$ cat src/hdl/a64dp_ram.sv
// a64dp_ram: generic single-write, single-read RAM with registered read.
// No dependencies.

module a64dp_ram #(
  parameter int WIDTH = 64,
  parameter int DEPTH = 31
) (
  input  logic                     clk,
  input  logic                     we,
  input  logic [$clog2(DEPTH)-1:0] waddr,
  input  logic [WIDTH-1:0]         wdata,
  input  logic                     re,
  input  logic [$clog2(DEPTH)-1:0] raddr,
  output logic [WIDTH-1:0]         rdata
);

  logic [WIDTH-1:0] mem [DEPTH];

  always_ff @(posedge clk) begin
    if (we) begin
      mem[waddr] <= wdata;
    end
    if (re) begin
      rdata <= mem[raddr];
    end
  end

endmodule

$ cat config.mk
export PLATFORM = sky130hd
export DESIGN_NAME = a64dp_ram
export DESIGN_NICKNAME = d
export VERILOG_FILES = /design/src/hdl/a64dp_ram.sv
export SDC_FILE = /design/constraint.sdc
export NUM_CORES = 2
export LEC_CHECK = 0
export ABC_AREA = 1
export ABC_CLOCK_PERIOD_IN_PS = 9300
export BUFFER_PORTS_ARGS = -buffer_cell sky130_fd_sc_hd__buf_2
export CORE_ASPECT_RATIO = 1.25
export CORE_MARGIN = 3
export CORE_UTILIZATION = 45
export CTS_CLUSTER_SIZE = 30
export DETAILED_ROUTE_END_ITERATION = 7
export PLACE_DENSITY = 0.59
export REMOVE_ABC_BUFFERS = 1
export SKIP_CTS_REPAIR_TIMING = 1
export SYNTH_ARGS = -nofsm -noshare
export SYNTH_HDL_FRONTEND = slang
export SYNTH_SLANG_ARGS = --single-unit
$ cat constraint.sdc
create_clock -name clk -period 9.3 [get_ports clk]
set_clock_uncertainty 0.05 [all_clocks]
set_input_delay 1.86 -clock clk [delete_from_list [all_inputs] [get_ports clk]]
set_output_delay 1.86 -clock clk [all_outputs]
set_load 0.005 [all_outputs]
* Yosys cells after proc, flatten, opt, wreduce, memory -nomap -nowiden
Memory sizes are Yosys's and may differ from the RTL's. A register that Yosys moved wholly into a read port is not among the register bits.
Cells that the tools add are included.
** Operators by class
- Multiplexer cells :: 2
** Operator list (count)
- two-way mux 1 bit :: 2
** Storage, ports and cells
- Register bits :: 0
- Bits in writable memories :: 1984
- Output and inout port bits :: 64
- Logic and storage cells :: 3
- Memories :: 1
** Memory list
- mem :: depth 31, width 64, rd ports 1, clocked after memory_dff 1, write ports 1, line 17 : logic [WIDTH-1:0] mem [DEPTH];

* Logic depth before layout (Yosys ltp)
- Depth after elaboration :: 2
- Mapped depth :: 13

* Worst setup path after synthesis
Ideal clock, no wire load.
- Path kind :: input to register
- Start :: input waddr[0]
- End :: memory mem[0][0] (enable)
- Library setup time :: 0.486 ns
- Arrival time :: 4.837 ns
- Data required time :: 8.764 ns
- Setup slack :: 3.926 ns
- Stages :: 3
- Buffers on the path :: 0
- Cells stage by stage :: inv_1 nand3_1 nor2_1
** RTL lines
- start, declared :: line 10 : input logic [$clog2(DEPTH)-1:0] waddr,
- end, declared :: line 17
Straight into the memory's write port.

==> flow_metrics.py <==
metrics = {
    "outcome": {
        "outcome": "complete, no violations",
    },
    "critical_path": {
        "cp_cell_sequence": "buf_8 > buf_12 > buf_4 > nand2_1 > nand3_1 > nand3_1 > nand2_1 > nand2_1 > nand2_1 > nand2_1 > nand2_1",
        "required_ns": 9.94,
        "max_stage_delay_ns": 0.91,
        "worst_r2r_endpoint": "rdata[11]",
        "cp-endpoint": "rdata[51]",
        "critical_path.slowest_cell": "sky130_fd_sc_hd__buf_4",
        "reg_to_reg_critical_path_startpoint": "mem[4][11]",
        "crit_start": "raddr[0]",
        "worstPathArrival_ns": 5.02,
        "ff2ff_path_depth": 8,
        "worst-setup-path-type": "primary input to flip-flop",
        "critical-path-top-cell-by-count": "sky130_fd_sc_hd__nand2_1",
        "timing.critical_path.fanout_max": 190,
        "worstSetupEndpointType": "flip-flop",
        "reg2reg_setup_slack_ns": 7.82,
        "critPathLaunchType": "primary input",
    },
    "final_layout": {
        "areaGrowthSynthToFinish_pct": 10.6,
        "nNetsFinal": 6838,
        "final_core_util": 0.501,
        "final_layout_size_suffix_gt1_frac": 0.0744,
        "fin_cells": 9308,
    },
    "route": {
        "drt_pre_antenna_iters": 6,
        "drt_iter0_drc": 5800,
        "wl_final_mm": 226,
        "viasPerCell": 5.60,
        "vias": 52100,
        "wire_per_inst_um": 24.3,
        "postRouteAntennaNets": 0,
        "route.detailed.drc": 0,
    },
    "synth": {
        "yosysTopAreaCell": "sky130_fd_sc_hd__edfxtp_1",
        "yosysUniqueCellTypes": 15,
        "synth_edf_count": 2048,
        "yosysWarningCount": 0,
        "mean_instance_size_in_the_synthesized_netlist_sq_um": 12.1,
        "yosysTopAreaCellShare": 0.753,
        "post_synth_instance_area_sq_um": 81700,
        "async_flop_share": 0,
        "syn_inst": 6755,
        "yosys_register_bits": 2048,
        "synthTopCellsByArea": "sky130_fd_sc_hd__edfxtp_1 75%, sky130_fd_sc_hd__nand2_1 12%, sky130_fd_sc_hd__nand3_1 9.4%",
        "most_common_cell_in_the_netlist": "sky130_fd_sc_hd__nand2_1",
        "yosys-top-cells-count": "2580 x sky130_fd_sc_hd__nand2_1, 2048 x sky130_fd_sc_hd__edfxtp_1, 1537 x sky130_fd_sc_hd__nand3_1, 207 x sky130_fd_sc_hd__buf_2, 155 x sky130_fd_sc_hd__nor2_1",
        "synth-main-ff-cell": "sky130_fd_sc_hd__edfxtp_1",
        "yosysSeqAreaShare": 0.753,
    },
    "grt": {
        "grt_antenna_before_repair": 20,
        "grt_start_max_net_pins": 299,
        "first_global_vias": 49600,
        "grt.overflow.total": 0,
        "grt_first_pass_wirelength_mm": 332,
        "global_route_total_usage_across_every_layer": 0.239,
    },
    "timing": {
        "total_negative_slack_ns": 0,
        "final-setup-viol-count": 0,
        "final_period_minus_worst_setup_slack_ns": 4.38,
        "timing.final.ws_setup_ns": 4.92,
        "setup_repair_after_global_routing_missed_its_margin": "false",
        "final_min_period_over_clock_period": 0.471,
        "final_max_slew_viol_count": 0,
        "worst_slew_pin_slew_ns": 1.34,
        "top_achievable_clock_speed_ghz": 0.229,
        "relSlewSlack": 0.105,
        "final-hold-violation-count": 0,
    },
    "die": {
        "die_h_um": 482,
        "floorplan.initialDensity": 0.453,
        "core_sq_um": 180000,
        "design.portCount": 141,
        "rows": 174,
        "die_outline_area_sq_um": 187000,
        "die-width_um": 387,
    },
    "place": {
        "placement.io_buffers": 140,
        "dp.cells": 8941,
        "dp_hpwl_mm": 101,
        "detailedPlace.worstSlack_ns": 4.10,
        "place_congestion": 0.738,
    },
    "hold_path": {
        "timing.hold.worst.class": "flip-flop to flip-flop",
    },
    "power_and_ir_drop": {
        "post-layout-total-power_mw": 19.0,
        "static-leakage-power_nw": 32.3,
        "peak_supply_drop_mv": 0.143,
        "power_density_nw_per_um2": 210,
    },
    "clocking": {
        "clock_tree.buffer_depth": 3,
        "clock_sinks": 2048,
        "clkLatencyLatePin_ns": 0.83,
        "cts_htree_levels": 4,
        "cts_buffers": 194,
        "cts.reportedPaths.clkPinSlew_ns": 0.06,
        "clk_root_buffer_cell": "sky130_fd_sc_hd__clkbuf_16",
        "cts_tree": "done",
    },
    "run": {
        "total_of_max_cap_violations": 0,
    },
}
[power breakdown]
group | internal, mW | leakage, nW | switching [mW]
registers | 10.3 | 18.5 | 0.0382
clock network | 4.21 | 2.91 | 3.35
logic | 0.272 | 10.9 | 0.815
total | 14.8 | 32.3 | 4.20
[per-stage QoR]
| step | cell area (sq um) | hold slack (ns) |
|---|---|---|
| 2_1_floorplan | 79500 | 0.594 |
| 3_3_place_gp | 84400 | 0.702 |
| 3_5_place_dp | 84400 | 0.707 |
| 4_1_cts | 90300 | 0.729 |
| 5_1_grt | 90400 | 0.788 |
| 6_report | 90400 | 0.721 |
[layout by cell type (no fill, tap or decap), types with 2 or more instances in the layout]
cell type / n
sky130_fd_sc_hd__buf_2: 134
sky130_fd_sc_hd__inv_8: 3
sky130_fd_sc_hd__inv_1: 5
sky130_fd_sc_hd__nor2_4: 31
sky130_fd_sc_hd__inv_6: 4
sky130_fd_sc_hd__buf_12: 13
sky130_fd_sc_hd__buf_8: 3
sky130_fd_sc_hd__nor2_1: 124
sky130_fd_sc_hd__inv_16: 2
sky130_fd_sc_hd__edfxtp_1: 2048
sky130_fd_sc_hd__buf_4: 82
sky130_fd_sc_hd__clkbuf_1: 58
sky130_fd_sc_hd__clkbuf_16: 200
sky130_fd_sc_hd__clkinv_8: 5
sky130_fd_sc_hd__bufinv_16: 10
sky130_fd_sc_hd__clkinv_2: 24
sky130_fd_sc_hd__nand3_1: 1537
sky130_fd_sc_hd__clkinv_1: 50
sky130_fd_sc_hd__o211ai_1: 2
sky130_fd_sc_hd__diode_2: 13
sky130_fd_sc_hd__nand2_1: 2580
[how the worst min path moves through the flow]
| stage | end | startpoint | slack (ns) | cells after the start |
|---|---|---|---|---|
| 3_3_place_gp | rdata[5] | mem[30][5] | 0.70 | 4 |
| 5_1_grt | rdata[50] | mem[18][50] | 0.79 | 6 |
| 4_1_cts | rdata[5] | mem[30][5] | 0.73 | 4 |
| 6_report | rdata[50] | mem[18][50] | 0.72 | 6 |
| 2_1_floorplan | rdata[12] | mem[30][12] | 0.59 | 4 |
| 3_5_place_dp | rdata[59] | mem[28][59] | 0.71 | 6 |
[flip-flops by register name, summed over array words and instances (netlist names)]
| register | count |
|---|---|
| rdata | 64 |
| mem | 1984 |
[area by class of cell]
class	instances	area (sq um)
Tap cell	2376	2970
Timing Repair Buffer	233	1610
Fill cell	15600	89900
Multi-Input combinational cell	4274	18200
Antenna cell	13	32.5
Clock buffer	258	5220
Clock inverter	96	761
Sequential cell	2048	61500
Inverter	10	78.8
[worst max-delay path, delay by kind of cell]
family        cells  cell delay (ns)
buf+inv           3             2.12
simple gates      8             0.76
[layer usage]
| metal | up-vias | share of wire | track usage |
|---|---|---|---|
| met5 | - | 0.00032 | 0 |
| met4 | 12 | 0.024 | 0.0690 |
| met3 | 352 | 0.069 | 0.0372 |
| met2 | 1869 | 0.49 | 0.401 |
| met1 | 26100 | 0.42 | 0.325 |
| li1 | 23700 | - | - |
[kinds of logic after synthesis]
family	after synthesis	share of synthesized area
and+or+nand+nor	4272	0.220
DFF	2048	0.753
buffers and inverters	433	0.0274
AOI/OAI and AO/OA	2	0.000184
(Power assumes the default switching activity.)
